**src/rtl/clws_pkg.sv**
```systemverilog
// clws_pkg: shared types, constants and helpers of the character-LCD write sequencer.
// No dependencies; every other file of the block but clws_ifs refers to it by scoped names.
package clws_pkg;

   localparam int unsigned QUEUE_DEPTH = 2;
   localparam int unsigned DATA_W      = 8;
   localparam int unsigned HOLD_W      = 16;
   localparam int unsigned CSR_INDEX_W = 2;
   localparam int unsigned CSR_DATA_W  = 16;

   // reset values of the configuration registers
   localparam logic              RST_FOUR_BIT_MODE   = 1'b1;
   localparam logic              RST_UPPER_PINS      = 1'b0;
   localparam logic [DATA_W-1:0] RST_CURSOR_CMD_BASE = 8'h80;
   localparam logic [HOLD_W-1:0] RST_STEP_HOLD_TICKS = 16'd1000;

   localparam logic [DATA_W-1:0] HIGH_NIBBLE_MASK = 8'hF0;
   localparam logic [DATA_W-1:0] LOW_NIBBLE_MASK  = 8'h0F;

   typedef enum logic [1:0] {
      OP_COMMAND   = 2'd0,
      OP_CHARACTER = 2'd1,
      OP_CURSOR    = 2'd2
   } op_type;

   typedef enum logic [CSR_INDEX_W-1:0] {
      CSR_FOUR_BIT_MODE   = 2'd0,
      CSR_UPPER_PINS      = 2'd1,
      CSR_CURSOR_CMD_BASE = 2'd2,
      CSR_STEP_HOLD_TICKS = 2'd3
   } csr_index_type;

   typedef struct packed {
      logic              four_bit_mode;
      logic              upper_pins;
      logic [DATA_W-1:0] cursor_cmd_base;
      logic [HOLD_W-1:0] step_hold_ticks;
   } cfg_type;

   // classified request as queued between front and back
   typedef struct packed {
      logic              reg_select;
      logic [DATA_W-1:0] bus_byte;
   } cmd_type;

   function automatic logic [DATA_W-1:0] row_offset(input logic [1:0] row);
      logic [DATA_W-1:0] offs;
      case (row)
         2'd0:    offs = 8'h00;
         2'd1:    offs = 8'h40;
         2'd2:    offs = 8'h10;
         default: offs = 8'h50;
      endcase
      return offs;
   endfunction

endpackage

```
**src/rtl/clws_ifs.sv**
```systemverilog
// clws_ifs: valid/ready channel interfaces of the sequencer (request, response, csr).
// Depends on nothing; widths match the fields held in clws_pkg.
interface clws_req_if;
   logic       valid;
   logic       ready;
   logic [1:0] op;
   logic [7:0] value;
   logic [1:0] row;
   logic [5:0] col;
   modport source (output valid, op, value, row, col, input ready);
   modport sink   (input valid, op, value, row, col, output ready);
endinterface

interface clws_rsp_if;
   logic       valid;
   logic       ready;
   logic       reg_select;
   logic       read_write;
   logic       enable;
   logic [7:0] data_lines;
   logic       last;
   modport source (output valid, reg_select, read_write, enable, data_lines, last,
                   input ready);
   modport sink   (input valid, reg_select, read_write, enable, data_lines, last,
                   output ready);
endinterface

interface clws_csr_if;
   logic        valid;
   logic        ready;
   logic [1:0]  index;
   logic [15:0] data;
   modport source (output valid, index, data, input ready);
   modport sink   (input valid, index, data, output ready);
endinterface

```
**src/rtl/clws_front.sv**
```systemverilog
// clws_front: accepts requests, turns each into register select and bus byte.
// Depends on clws_pkg and clws_req_if.
module clws_front (
   clws_req_if.sink                       req_bus,
   input  logic [clws_pkg::DATA_W-1:0]    cursor_cmd_base,
   input  logic                           queue_full,
   output logic                           push,
   output clws_pkg::cmd_type              push_cmd
);

   logic                        accept;
   logic                        known_op;
   logic [clws_pkg::DATA_W-1:0] cursor_addr;

   assign req_bus.ready = !queue_full;
   assign accept        = req_bus.valid && req_bus.ready;

   // column is added as given; the sum fits the byte
   assign cursor_addr = {2'b00, req_bus.col} + clws_pkg::row_offset(req_bus.row);

   always_comb begin
      known_op            = 1'b1;
      push_cmd.reg_select = 1'b0;
      push_cmd.bus_byte   = req_bus.value;
      case (req_bus.op)
         clws_pkg::OP_COMMAND: begin
            push_cmd.reg_select = 1'b0;
         end
         clws_pkg::OP_CHARACTER: begin
            push_cmd.reg_select = 1'b1;
         end
         clws_pkg::OP_CURSOR: begin
            push_cmd.bus_byte = cursor_addr | cursor_cmd_base;
         end
         default: begin
            known_op = 1'b0;   // unused op: taken and dropped
         end
      endcase
   end

   assign push = accept && known_op;

endmodule

```
**src/rtl/clws_fifo.sv**
```systemverilog
// clws_fifo: short request queue decoupling the front from the pin sequencer.
// Depends on clws_pkg for the queued entry type.
module clws_fifo #(
   parameter int unsigned DEPTH = clws_pkg::QUEUE_DEPTH
) (
   input  logic              clock,
   input  logic              reset,
   input  logic              push,
   input  clws_pkg::cmd_type push_cmd,
   output logic              full,
   input  logic              pop,
   output clws_pkg::cmd_type pop_cmd,
   output logic              not_empty
);

   localparam int unsigned PTR_W = (DEPTH > 1) ? $clog2(DEPTH) : 1;
   localparam int unsigned CNT_W = $clog2(DEPTH + 1);

   clws_pkg::cmd_type mem_ff [DEPTH];
   logic [PTR_W-1:0]  wr_ptr_ff, wr_ptr_in;
   logic [PTR_W-1:0]  rd_ptr_ff, rd_ptr_in;
   logic [CNT_W-1:0]  count_ff,  count_in;

   assign full      = (count_ff == CNT_W'(DEPTH));
   assign not_empty = (count_ff != '0);
   assign pop_cmd   = mem_ff[rd_ptr_ff];

   always_comb begin
      wr_ptr_in = wr_ptr_ff;
      rd_ptr_in = rd_ptr_ff;
      count_in  = count_ff;
      if (push) begin
         wr_ptr_in = (wr_ptr_ff == PTR_W'(DEPTH - 1)) ? '0 : wr_ptr_ff + 1'b1;
      end
      if (pop) begin
         rd_ptr_in = (rd_ptr_ff == PTR_W'(DEPTH - 1)) ? '0 : rd_ptr_ff + 1'b1;
      end
      if (push && !pop) begin
         count_in = count_ff + 1'b1;
      end else if (pop && !push) begin
         count_in = count_ff - 1'b1;
      end
   end

   always_ff @(posedge clock) begin
      if (reset) begin
         wr_ptr_ff <= '0;
         rd_ptr_ff <= '0;
         count_ff  <= '0;
      end else begin
         wr_ptr_ff <= wr_ptr_in;
         rd_ptr_ff <= rd_ptr_in;
         count_ff  <= count_in;
      end
   end

   always_ff @(posedge clock) begin
      if (push) begin
         mem_ff[wr_ptr_ff] <= push_cmd;
      end
   end

   a_no_push_when_full: assert property (@(posedge clock) disable iff (reset)
      !(push && full))
      else $error("queue written while full");

   a_no_pop_when_empty: assert property (@(posedge clock) disable iff (reset)
      pop |-> not_empty)
      else $error("queue read while empty");

endmodule

```
**src/rtl/clws_back.sv**
```systemverilog
// clws_back: steps each queued byte out as LCD pin states, holding each step.
// Depends on clws_pkg and clws_rsp_if.
module clws_back (
   input  logic              clock,
   input  logic              reset,
   input  clws_pkg::cfg_type cfg,
   input  logic              queue_valid,
   input  clws_pkg::cmd_type queue_cmd,
   output logic              pop,
   clws_rsp_if.source        rsp_bus
);

   localparam logic [2:0] STEP_HIGH   = 3'd2;  // byte, or high nibble
   localparam logic [2:0] STEP_LOW    = 3'd5;  // low nibble
   localparam logic [2:0] STEP_LAST_8 = 3'd3;
   localparam logic [2:0] STEP_LAST_4 = 3'd6;

   logic                          active_ff;
   logic [2:0]                    step_ff;
   clws_pkg::cmd_type             cmd_ff;
   logic [clws_pkg::HOLD_W-1:0]   timer_ff;
   logic [clws_pkg::DATA_W-1:0]   held_ff;
   logic                          rsp_valid_ff;
   logic                          rsp_rs_ff;
   logic                          rsp_en_ff;
   logic [clws_pkg::DATA_W-1:0]   rsp_data_ff;
   logic                          rsp_last_ff;

   logic                          issue;
   logic                          out_free;
   logic                          is_last;
   logic [2:0]                    last_step;
   logic                          en_level;
   logic [clws_pkg::DATA_W-1:0]   data_in;
   logic [clws_pkg::HOLD_W-1:0]   timer_load;

   function automatic logic [clws_pkg::DATA_W-1:0] place_nibble(
      input logic [clws_pkg::DATA_W-1:0] held,
      input logic [3:0]                  nib,
      input logic                        upper);
      logic [clws_pkg::DATA_W-1:0] placed;
      if (upper) begin
         placed = (held & clws_pkg::LOW_NIBBLE_MASK) | {nib, 4'b0000};
      end else begin
         placed = (held & clws_pkg::HIGH_NIBBLE_MASK) | {4'b0000, nib};
      end
      return placed;
   endfunction

   assign last_step = cfg.four_bit_mode ? STEP_LAST_4 : STEP_LAST_8;
   assign is_last   = (step_ff == last_step);
   assign out_free  = !rsp_valid_ff || rsp_bus.ready;
   assign issue     = active_ff && (timer_ff == '0) && out_free;
   assign pop       = queue_valid && (!active_ff || (issue && is_last));

   // hold of zero behaves as a hold of one
   assign timer_load = (cfg.step_hold_ticks == '0) ? '0 : cfg.step_hold_ticks - 1'b1;

   always_comb begin
      case (step_ff) inside
         3'd0, 3'd3, 3'd6: en_level = 1'b0;
         default:          en_level = 1'b1;
      endcase
   end

   always_comb begin
      data_in = held_ff;
      if (step_ff == STEP_HIGH) begin
         data_in = cfg.four_bit_mode
                   ? place_nibble(held_ff, cmd_ff.bus_byte[7:4], cfg.upper_pins)
                   : cmd_ff.bus_byte;
      end else if ((step_ff == STEP_LOW) && cfg.four_bit_mode) begin
         data_in = place_nibble(held_ff, cmd_ff.bus_byte[3:0], cfg.upper_pins);
      end
   end

   always_ff @(posedge clock) begin
      if (reset) begin
         active_ff    <= 1'b0;
         step_ff      <= '0;
         timer_ff     <= '0;
         held_ff      <= '0;
         rsp_valid_ff <= 1'b0;
      end else begin
         if (rsp_bus.ready) begin
            rsp_valid_ff <= 1'b0;
         end
         if (timer_ff != '0) begin
            timer_ff <= timer_ff - 1'b1;
         end
         if (issue) begin
            rsp_valid_ff <= 1'b1;
            held_ff      <= data_in;
            timer_ff     <= timer_load;
            step_ff      <= step_ff + 1'b1;
            if (is_last) begin
               active_ff <= 1'b0;
            end
         end
         if (pop) begin
            active_ff <= 1'b1;
            step_ff   <= '0;
         end
      end
   end

   always_ff @(posedge clock) begin
      if (pop) begin
         cmd_ff <= queue_cmd;
      end
      if (issue) begin
         rsp_rs_ff   <= cmd_ff.reg_select;
         rsp_en_ff   <= en_level;
         rsp_data_ff <= data_in;
         rsp_last_ff <= is_last;
      end
   end

   assign rsp_bus.valid      = rsp_valid_ff;
   assign rsp_bus.reg_select = rsp_rs_ff;
   assign rsp_bus.read_write = 1'b0;
   assign rsp_bus.enable     = rsp_en_ff;
   assign rsp_bus.data_lines = rsp_data_ff;
   assign rsp_bus.last       = rsp_last_ff;

   a_issue_shows: assert property (@(posedge clock) disable iff (reset)
      issue |=> rsp_valid_ff)
      else $error("issued step not presented");

   a_step_in_range: assert property (@(posedge clock) disable iff (reset)
      active_ff |-> (step_ff <= last_step))
      else $error("step counter past final step");

   a_held_only_on_issue: assert property (@(posedge clock) disable iff (reset)
      !issue |=> $stable(held_ff))
      else $error("held data changed without a step");

endmodule

```
**src/rtl/char_lcd_write_sequencer_unit.sv**
```systemverilog
// char_lcd_write_sequencer_unit: top level of the character-LCD write sequencer.
// Depends on clws_pkg, clws_ifs, clws_front, clws_fifo and clws_back.
//
// Takes write requests (command byte, character byte, or cursor row/column) and plays
// out the parallel-bus pin states of each, one response per step: 4 steps on the
// 8-bit bus, 7 in 4-bit mode (high nibble then low nibble on lines 7..4 or 3..0, the
// other four lines keeping their held level). A cursor request sends
// cursor_cmd_base OR (column + row offset 0x00/0x40/0x10/0x50). Op code 3 is taken
// and dropped. Each step is held by the step timer in the back end, loaded from
// step_hold_ticks (a hold of zero acting as a hold of one), and waits while the
// last step has not been taken. A queue of QUEUE_DEPTH requests lets new requests
// be taken while a write is still being played out, and an output register holds
// each step until it is taken; the next step issues once it is free or being taken.
// Configuration registers are written through the csr channel, which never stalls,
// and should only be changed while no request is in flight.
module char_lcd_write_sequencer_unit #(
   parameter int unsigned QUEUE_DEPTH = clws_pkg::QUEUE_DEPTH
) (
   input  logic       clock,
   input  logic       reset,
   clws_req_if.sink   req_bus,
   clws_rsp_if.source rsp_bus,
   clws_csr_if.sink   csr_bus
);

   clws_pkg::cfg_type cfg_ff;
   clws_pkg::cmd_type push_cmd;
   clws_pkg::cmd_type queue_cmd;
   logic              push;
   logic              pop;
   logic              queue_full;
   logic              queue_valid;
   logic              csr_write;

   // --- configuration registers ---
   assign csr_bus.ready = 1'b1;
   assign csr_write     = csr_bus.valid && csr_bus.ready;

   always_ff @(posedge clock) begin
      if (reset) begin
         cfg_ff.four_bit_mode   <= clws_pkg::RST_FOUR_BIT_MODE;
         cfg_ff.upper_pins      <= clws_pkg::RST_UPPER_PINS;
         cfg_ff.cursor_cmd_base <= clws_pkg::RST_CURSOR_CMD_BASE;
         cfg_ff.step_hold_ticks <= clws_pkg::RST_STEP_HOLD_TICKS;
      end else if (csr_write) begin
         case (clws_pkg::csr_index_type'(csr_bus.index))
            clws_pkg::CSR_FOUR_BIT_MODE:   cfg_ff.four_bit_mode   <= csr_bus.data[0];
            clws_pkg::CSR_UPPER_PINS:      cfg_ff.upper_pins      <= csr_bus.data[0];
            clws_pkg::CSR_CURSOR_CMD_BASE: cfg_ff.cursor_cmd_base <= csr_bus.data[7:0];
            clws_pkg::CSR_STEP_HOLD_TICKS: cfg_ff.step_hold_ticks <= csr_bus.data;
            default: begin
               // no other registers
            end
         endcase
      end
   end

   // --- front: accept and classify requests ---
   clws_front u_front (
      .req_bus         (req_bus),
      .cursor_cmd_base (cfg_ff.cursor_cmd_base),
      .queue_full      (queue_full),
      .push            (push),
      .push_cmd        (push_cmd)
   );

   // --- request queue ---
   clws_fifo #(
      .DEPTH (QUEUE_DEPTH)
   ) u_fifo (
      .clock     (clock),
      .reset     (reset),
      .push      (push),
      .push_cmd  (push_cmd),
      .full      (queue_full),
      .pop       (pop),
      .pop_cmd   (queue_cmd),
      .not_empty (queue_valid)
   );

   // --- back: pin step sequencer with hold timer ---
   clws_back u_back (
      .clock       (clock),
      .reset       (reset),
      .cfg         (cfg_ff),
      .queue_valid (queue_valid),
      .queue_cmd   (queue_cmd),
      .pop         (pop),
      .rsp_bus     (rsp_bus)
   );

endmodule

```
**src/flat_wrapper.sv**
```systemverilog
// flat-port wrapper written by rule: the top's interface ports become plain ports
module char_lcd_write_sequencer_unit_flat 
#(
   parameter int unsigned QUEUE_DEPTH = clws_pkg::QUEUE_DEPTH
)
  (clock, reset, req_bus_valid, req_bus_op, req_bus_value, req_bus_row, req_bus_col, req_bus_ready, rsp_bus_valid, rsp_bus_reg_select, rsp_bus_read_write, rsp_bus_enable, rsp_bus_data_lines, rsp_bus_last, rsp_bus_ready, csr_bus_valid, csr_bus_index, csr_bus_data, csr_bus_ready);
  clws_req_if req_bus_i ();
  clws_rsp_if rsp_bus_i ();
  clws_csr_if csr_bus_i ();
  input  logic clock;
  input  logic reset;
  input wire logic [$bits(req_bus_i.valid)-1:0] req_bus_valid;
  input wire logic [$bits(req_bus_i.op)-1:0] req_bus_op;
  input wire logic [$bits(req_bus_i.value)-1:0] req_bus_value;
  input wire logic [$bits(req_bus_i.row)-1:0] req_bus_row;
  input wire logic [$bits(req_bus_i.col)-1:0] req_bus_col;
  output wire logic [$bits(req_bus_i.ready)-1:0] req_bus_ready;
  output wire logic [$bits(rsp_bus_i.valid)-1:0] rsp_bus_valid;
  output wire logic [$bits(rsp_bus_i.reg_select)-1:0] rsp_bus_reg_select;
  output wire logic [$bits(rsp_bus_i.read_write)-1:0] rsp_bus_read_write;
  output wire logic [$bits(rsp_bus_i.enable)-1:0] rsp_bus_enable;
  output wire logic [$bits(rsp_bus_i.data_lines)-1:0] rsp_bus_data_lines;
  output wire logic [$bits(rsp_bus_i.last)-1:0] rsp_bus_last;
  input wire logic [$bits(rsp_bus_i.ready)-1:0] rsp_bus_ready;
  input wire logic [$bits(csr_bus_i.valid)-1:0] csr_bus_valid;
  input wire logic [$bits(csr_bus_i.index)-1:0] csr_bus_index;
  input wire logic [$bits(csr_bus_i.data)-1:0] csr_bus_data;
  output wire logic [$bits(csr_bus_i.ready)-1:0] csr_bus_ready;
  assign req_bus_i.valid = req_bus_valid;
  assign req_bus_i.op = req_bus_op;
  assign req_bus_i.value = req_bus_value;
  assign req_bus_i.row = req_bus_row;
  assign req_bus_i.col = req_bus_col;
  assign req_bus_ready = req_bus_i.ready;
  assign rsp_bus_valid = rsp_bus_i.valid;
  assign rsp_bus_reg_select = rsp_bus_i.reg_select;
  assign rsp_bus_read_write = rsp_bus_i.read_write;
  assign rsp_bus_enable = rsp_bus_i.enable;
  assign rsp_bus_data_lines = rsp_bus_i.data_lines;
  assign rsp_bus_last = rsp_bus_i.last;
  assign rsp_bus_i.ready = rsp_bus_ready;
  assign csr_bus_i.valid = csr_bus_valid;
  assign csr_bus_i.index = csr_bus_index;
  assign csr_bus_i.data = csr_bus_data;
  assign csr_bus_ready = csr_bus_i.ready;
  char_lcd_write_sequencer_unit #(.QUEUE_DEPTH(QUEUE_DEPTH)) u_core (.clock(clock), .reset(reset), .req_bus(req_bus_i), .rsp_bus(rsp_bus_i), .csr_bus(csr_bus_i));
endmodule
```
**config.mk**
```make
export PLATFORM = sky130hd
export DESIGN_NAME = char_lcd_write_sequencer_unit_flat
export DESIGN_NICKNAME = d
export VERILOG_FILES = /design/src/rtl/clws_pkg.sv /design/src/rtl/clws_ifs.sv /design/src/rtl/clws_front.sv /design/src/rtl/clws_fifo.sv /design/src/rtl/clws_back.sv /design/src/rtl/char_lcd_write_sequencer_unit.sv /design/src/flat_wrapper.sv
export SDC_FILE = /design/constraint.sdc
export NUM_CORES = 1
export LEC_CHECK = 0
export BUFFER_PORTS_ARGS = -buffer_cell sky130_fd_sc_hd__buf_4
export CAP_MARGIN = 15
export CORE_MARGIN = 5
export CORE_UTILIZATION = 50
export DETAILED_ROUTE_END_ITERATION = 6
export GPL_ROUTABILITY_DRIVEN = 0
export PLACE_DENSITY_LB_ADDON = 0.05
export SYNTH_ARGS = -nofsm -noshare
export SYNTH_HDL_FRONTEND = slang
export SYNTH_SLANG_ARGS = --single-unit
```
**constraint.sdc**
```tcl
create_clock -name clock -period 6.2 [get_ports clock]
set_input_delay 1.24 -clock clock [delete_from_list [all_inputs] [get_ports clock]]
set_output_delay 1.24 -clock clock [all_outputs]
set_load 0.02 [all_outputs]
```
-- After elaboration in Yosys (flattened, before gate mapping)
Memory sizes are Yosys's and may differ from the RTL's. A register that Yosys moved wholly into a read port is not among the register bits.
Index checks and enable logic that the tools add are counted.
W data, S select, Z words.
- flip-flop bits (word level): 70
- bits of input ports: 41
- memory bits (writable): 18
- logic and storage cells: 105
- memories: 1
- output and inout bits: 15
- reductions and logical operators: 37
- equality and inequality tests: 13
- bitwise logic cells: 5
- $add $sub $neg: 8
- multiplexer cells: 25
- memory list (name ; words ; width ; rd ports ; clocked after memory_dff ; wr ports ; line ; text):
    u_core.u_fifo.mem_ff ; 2 ; 9 ; 1 ; 1 ; 1 ; clws_fifo.sv:19 ; clws_pkg::cmd_type mem_ff [DEPTH];
- operator list (cell ; count):
    $mux W16 ; 3
    $mux W8 ; 6
    $logic_not A16 Y1 ; 2
    $sub A16 B1 Y16 const B ; 2
    $pmux W7 S3 ; 1
    $or A4 B8 Y8 ; 2
    $or A8 B4 Y8 ; 2
    $reduce_bool A16 Y1 ; 1
    $mux W1 ; 12
    $reduce_bool A2 Y1 ; 6
    $eq A2 B2 Y1 const B ; 5
    $reduce_and A2 Y1 ; 5
    $logic_and A1 B1 Y1 ; 9
    $add A6 B8 Y8 ; 1
    $or A8 B8 Y8 ; 1
    $eq A2 B1 Y1 const B ; 3
    $eq A3 B2 Y1 const B ; 2
    $eq A3 B3 Y1 const B ; 2
    $logic_not A2 Y1 ; 3
    $reduce_or A3 Y1 ; 2
    $logic_not A1 Y1 ; 5
    $mux W2 ; 2
    $add A3 B1 Y3 const B ; 1
    $eq A3 B3 Y1 ; 1
    other kinds (7) ; 9

-- Depth between registers and ports, before layout
- depth after elaboration: 9
- mapped depth: 10

-- Hierarchy
Synthesis repeated with hierarchy kept, for this count alone.
- cells, all modules: 477
- area total of the unflattened synthesis: 4958.5 um^2
- modules (own cells, without submodules) (module ; area an instance (um^2) ; times used ; seq. area each (um^2) ; cells an instance):
    clws_back ; 2745.1 ; 1 ; 1181.1 ; 281
    char_lcd_write_sequencer_unit ; 1126.1 ; 1 ; 520.5 ; 113
    clws_fifo ; 857.1 ; 1 ; 640.6 ; 50
    clws_front ; 230.2 ; 1 ; 0.0 ; 33

-- Worst setup path before layout
Ideal clock, no wire load.
- kind: input to register
- start: input port rsp_bus_ready
- end: register u_core.u_fifo.count_ff[1]
- data required time: 6.129 ns
- stages on the path: 7
- path slack: 2.817 ns
- data arrival time: 3.313 ns
- setup time: 0.071 ns
- path through: nand2b_1 -> nand2_1 -> o41ai_2 -> inv_1 -> ha_1 -> or3_1 -> a21oi_1
- longest elaborated chain between the ends: 8
- RTL lines (item ; line ; text):
    start, declared ; flat_wrapper.sv:24 ; input wire logic [$bits(rsp_bus_i.ready)-1:0] rsp_bus_ready;
    $logic_or A1 B1 Y1 * ; clws_back.sv:52 ; assign out_free = !rsp_valid_ff || rsp_bus.ready;
    $logic_and A1 B1 Y1 * ; clws_back.sv:53 ; assign issue = active_ff && (timer_ff == '0) && out_free;
    $logic_and A1 B1 Y1 * ; clws_back.sv:54 ; assign pop = queue_valid && (!active_ff || (issue && is_last));
    $logic_or A1 B1 Y1 * ; clws_back.sv:54 ;
    $logic_and A1 B1 Y1 * ; clws_back.sv:54 ;
    via u_core.pop ; char_lcd_write_sequencer_unit.sv:30 ; logic pop;
    $logic_not A1 Y1 ; clws_fifo.sv:38 ; if (push && !pop) begin
    $logic_and A1 B1 Y1 ; clws_fifo.sv:38 ;
    $mux W2 / $reduce_bool A2 Y1 (equally long branches) ; n/a ;
    end signal, assigned ; clws_fifo.sv:53 ; count_ff <= count_in;
    end, declared ; clws_fifo.sv:22 ; logic [CNT_W-1:0] count_ff, count_in;
The timed path passes the listed nets; every way through them passes the cells marked *.
A chain may end at the register's enable or synchronous reset.

-- Final worst setup path
- start: register u_core.u_back.timer_ff[2] (netlist name)
- end: register u_core.u_fifo.count_ff[1]
- longest elaborated chain between the ends: 9
- RTL lines (item ; line ; text):
    start, declared ; clws_back.sv:21 ; logic [clws_pkg::HOLD_W-1:0] timer_ff;
    start signal, assigned ; clws_back.sv:89 ; timer_ff <= timer_ff - 1'b1;
    start signal, assigned ; clws_back.sv:94 ; timer_ff <= timer_load;
    $logic_not A16 Y1 * ; clws_back.sv:53 ;
    $logic_and A1 B1 Y1 * (2 in series) ; clws_back.sv:53 ;
    $logic_and A1 B1 Y1 * ; clws_back.sv:54 ;
    $logic_or A1 B1 Y1 * ; clws_back.sv:54 ;
    $logic_and A1 B1 Y1 * ; clws_back.sv:54 ;
    via u_core.pop ; char_lcd_write_sequencer_unit.sv:30 ;
    $logic_not A1 Y1 ; clws_fifo.sv:38 ;
    $logic_and A1 B1 Y1 ; clws_fifo.sv:38 ;
    $mux W2 / $reduce_bool A2 Y1 (equally long branches) ; n/a ;
Marked as above.

==> results.yml <==
global_route:
  grt_pass1_vias: 3423
  grt_usage_pct: 17.5
  grt_max_degree: 48
  grt_pass1_wl_mm: 16.2
  overflow: 0
  antenna_found_initial: 0
critical_path:
  cpMaxStageDelayCell: "nor4_4"
  cp_cell_sequence: "nor4_4 > nand4_1 > o41ai_2 > buf_4 > inv_1 > ha_1 > or3_1 > a21oi_1"
  cp_top_family: "simple AND/OR/NAND/NOR gates"
  r2r-end: "u_core.u_fifo.count_ff[1]"
  worstSetupEndpointType: "register"
  worstRegToRegCells: 8
  critPathLaunchType: "register"
  cp_max_fo: 12
  crit_start: "u_core.u_back.timer_ff[2]"
  r2r-start: "u_core.u_back.timer_ff[2]"
  crit_arrival_ns: 3.12
  cp_data_required_time_ns: 6.48
  r2r_slack_ns: 3.36
  crit_buf_inv: 2
  max_stage_delay_ns: 0.55
  crit_cells: 8
  critPathKind: "register to register"
yosys:
  synth_top_cell_area_share_pct: 25.0
  synth_top_cell_by_area: "dfxtp_1"
  ys_async_sr_fraction_pct: 0
  synth_edf_count: 38
  synth_area_leaders: "dfxtp_1, edfxtp_1, nand2_1"
  netlist_instances: 486
  ys_seq_area_share_pct: 49.2
  synthesis.nets: 539
  ys_seq_elements: 97
  yosysMostFrequentCell: "nand2_1"
  synth.distinct_cells: 55
  synthFlopType: "dfxtp_1"
  yosys-top-cells-count: "nand2_1, dfxtp_1, nor2_1"
  postSynthAreaPerCell_um2: 9.72
  ys_warn_count: 0
  syn_area_um2: 4720
sta:
  maxSlewHeadroom_pct: 33.1
  worstMarginPinSlew_ns: 1.00
  tns_ns: 0
  period_share_pct: 45.7
  hold-worst-slack_ns: 0.436
  rsz0062_at_grt: "no"
  clock.fmax_ghz: 0.353
  finClkSkew_ns: 0.0101
  finalCriticalPeriod_ns: 2.84
  finalSetupViolCount: 0
  drv_slew: 0
  hold_viol_final: 0
clock_tree:
  cts_buffers: 9
  cts_root_buffer: "clkbuf_8"
  cts.clk_slew.worst_paths_ns: 0.10
  cts_buffer_depth: 2
  cts_setup_buffers: 0
  clock_latency_ns: 0.36
  cts_tree: "done"
  clock-sinks: 97
  h-tree-depth: 3
  hold_buffers: 0
  cts-resized-gates: 0
die:
  fp.dieW_um: 107
  coreArea_um2: 9240
  die_h_um: 107
  ios: 56
  row_count: 35
  die_area_um2: 11500
  start_util_pct: 51.1
route:
  wire_per_inst_um: 14.4
  route.met3.wl_um: 390
  top_layer_used: "met4"
  drt_pass1_iterations: 4
  drt-initial-drc-count: 141
  num_vias: 3520
  ant_nets: 0
  vias_per_cell: 5.31
  routed_wl_mm: 9.52
  routed-wl-met2_mm: 4.27
  drc: 0
  met1_length_mm: 4.74
finish:
  diodes: 0
  nNetsFinal: 582
  syn_to_final_growth_pct: 13.8
  final_layout_size_suffix_gt1_share_pct: 19.3
  fill_cells: 803
placed_design:
  port_buffers: 53
  hpwl_mm: 6.91
worst_hold_path:
  min_from: "u_core.u_back.cmd_ff[8]"
  worst_hold_path_type: "register to register"
  hold_depth: 0
  min_delay_worst_endpoint: "u_core.u_back.rsp_bus.reg_select"
status:
  status: "finished, final reports clean"
pwr:
  total_leakage_power_nw: 2.05
  irDropWorstVdd_mv: 0.150
  power.density_nw_per_um2: 370
job:
  max_cap_violations: 0
[metal layers]
metal  up-vias  track usage, %
met2        75            26.9
met3        11            3.13
met1      1636            25.0
met4         0            5.48
li1       1798               -
met5         -               0
[flip-flops by register name, summed over array words and instances (netlist names)]
| name | count |
|---|---|
| u_core.u_fifo.wr_ptr_ff | 1 |
| u_core.u_back.rsp_bus.valid | 1 |
| u_core.u_back.rsp_bus.last | 1 |
| u_core.u_back.rsp_bus.data_lines | 8 |
| u_core.u_fifo.count_ff | 2 |
| u_core.u_back.rsp_bus.reg_select | 1 |
| u_core.cfg_ff | 26 |
| u_core.u_back.timer_ff | 16 |
| u_core.u_back.cmd_ff | 9 |
| u_core.u_back.step_ff | 3 |
| u_core.u_back.active_ff | 1 |
| u_core.u_fifo.rd_ptr_ff | 1 |
| u_core.u_back.held_ff | 8 |
| u_core.u_back.rsp_bus.enable | 1 |
| u_core.u_fifo.mem_ff | 18 |
[stage by stage]
stage	instance area, µm²	setup slack, ns	utilization, %	instances	total power, mW
5_1_grt	5370	3.19	58.1	663	2.13
2_1_floorplan	4720	2.82	-	486	1.44
6_report	5370	3.36	58.1	663	1.99
3_3_place_gp	5180	3.03	56.1	647	1.58
3_5_place_dp	5180	2.99	56.1	647	1.60
4_1_cts	5370	3.36	58.1	663	2.00
[power by group]
part / leakage (nW) / internal (mW) / switching, mW
sequential: 0.838 / 0.801 / 0.108
combinational: 1.12 / 0.300 / 0.385
clock: 0.0897 / 0.157 / 0.236
[layout make-up]
| type | instances | area (µm²) | share of cell area [%] |
|---|---|---|---|
| clock buffers | 10 | 128 | 2.38 |
| clock inverters | 6 | 62.6 | 1.16 |
| inverters | 19 | 71.3 | 1.33 |
| multi-input cells | 347 | 2210 | 41.2 |
| flip-flops and latches | 97 | 2320 | 43.2 |
| well taps | 129 | 161 | 3.00 |
| repair buffers | 55 | 413 | 7.69 |
[layout by cell type (no fill, tap or decap), types with 3 or more instances in the layout]
master,count
and2_1,11
a211oi_1,9
dfxtp_1,59
nand3_1,15
nand4b_1,3
a221oi_1,9
a211oi_2,9
nor2b_1,5
mux2_2,9
or2_2,6
xor2_1,11
xnor2_1,13
nor4_1,6
clkbuf_8,9
nand3b_1,10
nor2_1,41
ha_1,12
nand2b_1,4
or3_1,3
and3_1,3
inv_1,19
nand4_1,4
buf_4,55
mux2i_1,3
o21ai_0,11
edfxtp_1,38
nor3_1,10
nand2_1,73
o31a_1,3
a21oi_1,35
[worst max-delay path by stage]
stage                                           end  slack [ns]
final                     u_core.u_fifo.count_ff[1]        3.36
after global placement    u_core.u_fifo.count_ff[1]        3.03
after floorplan           u_core.u_fifo.count_ff[1]        2.82
after detailed placement  u_core.u_fifo.count_ff[1]        2.99
after global routing      u_core.u_fifo.count_ff[1]        3.19
after CTS                 u_core.u_fifo.count_ff[1]        3.36
[logic make-up after synthesis]
group / share of synthesized area, %
DFF: 49.2
buffers and inverters: 3.95
and+or+nand+nor: 22.7
AOI/OAI and AO/OA: 13.6
adders and majority gates: 3.18
xor gates and xnor gates: 4.45
muxes: 2.78
other: 0.159
No activity file was read; power rests on OpenSTA's default activity.
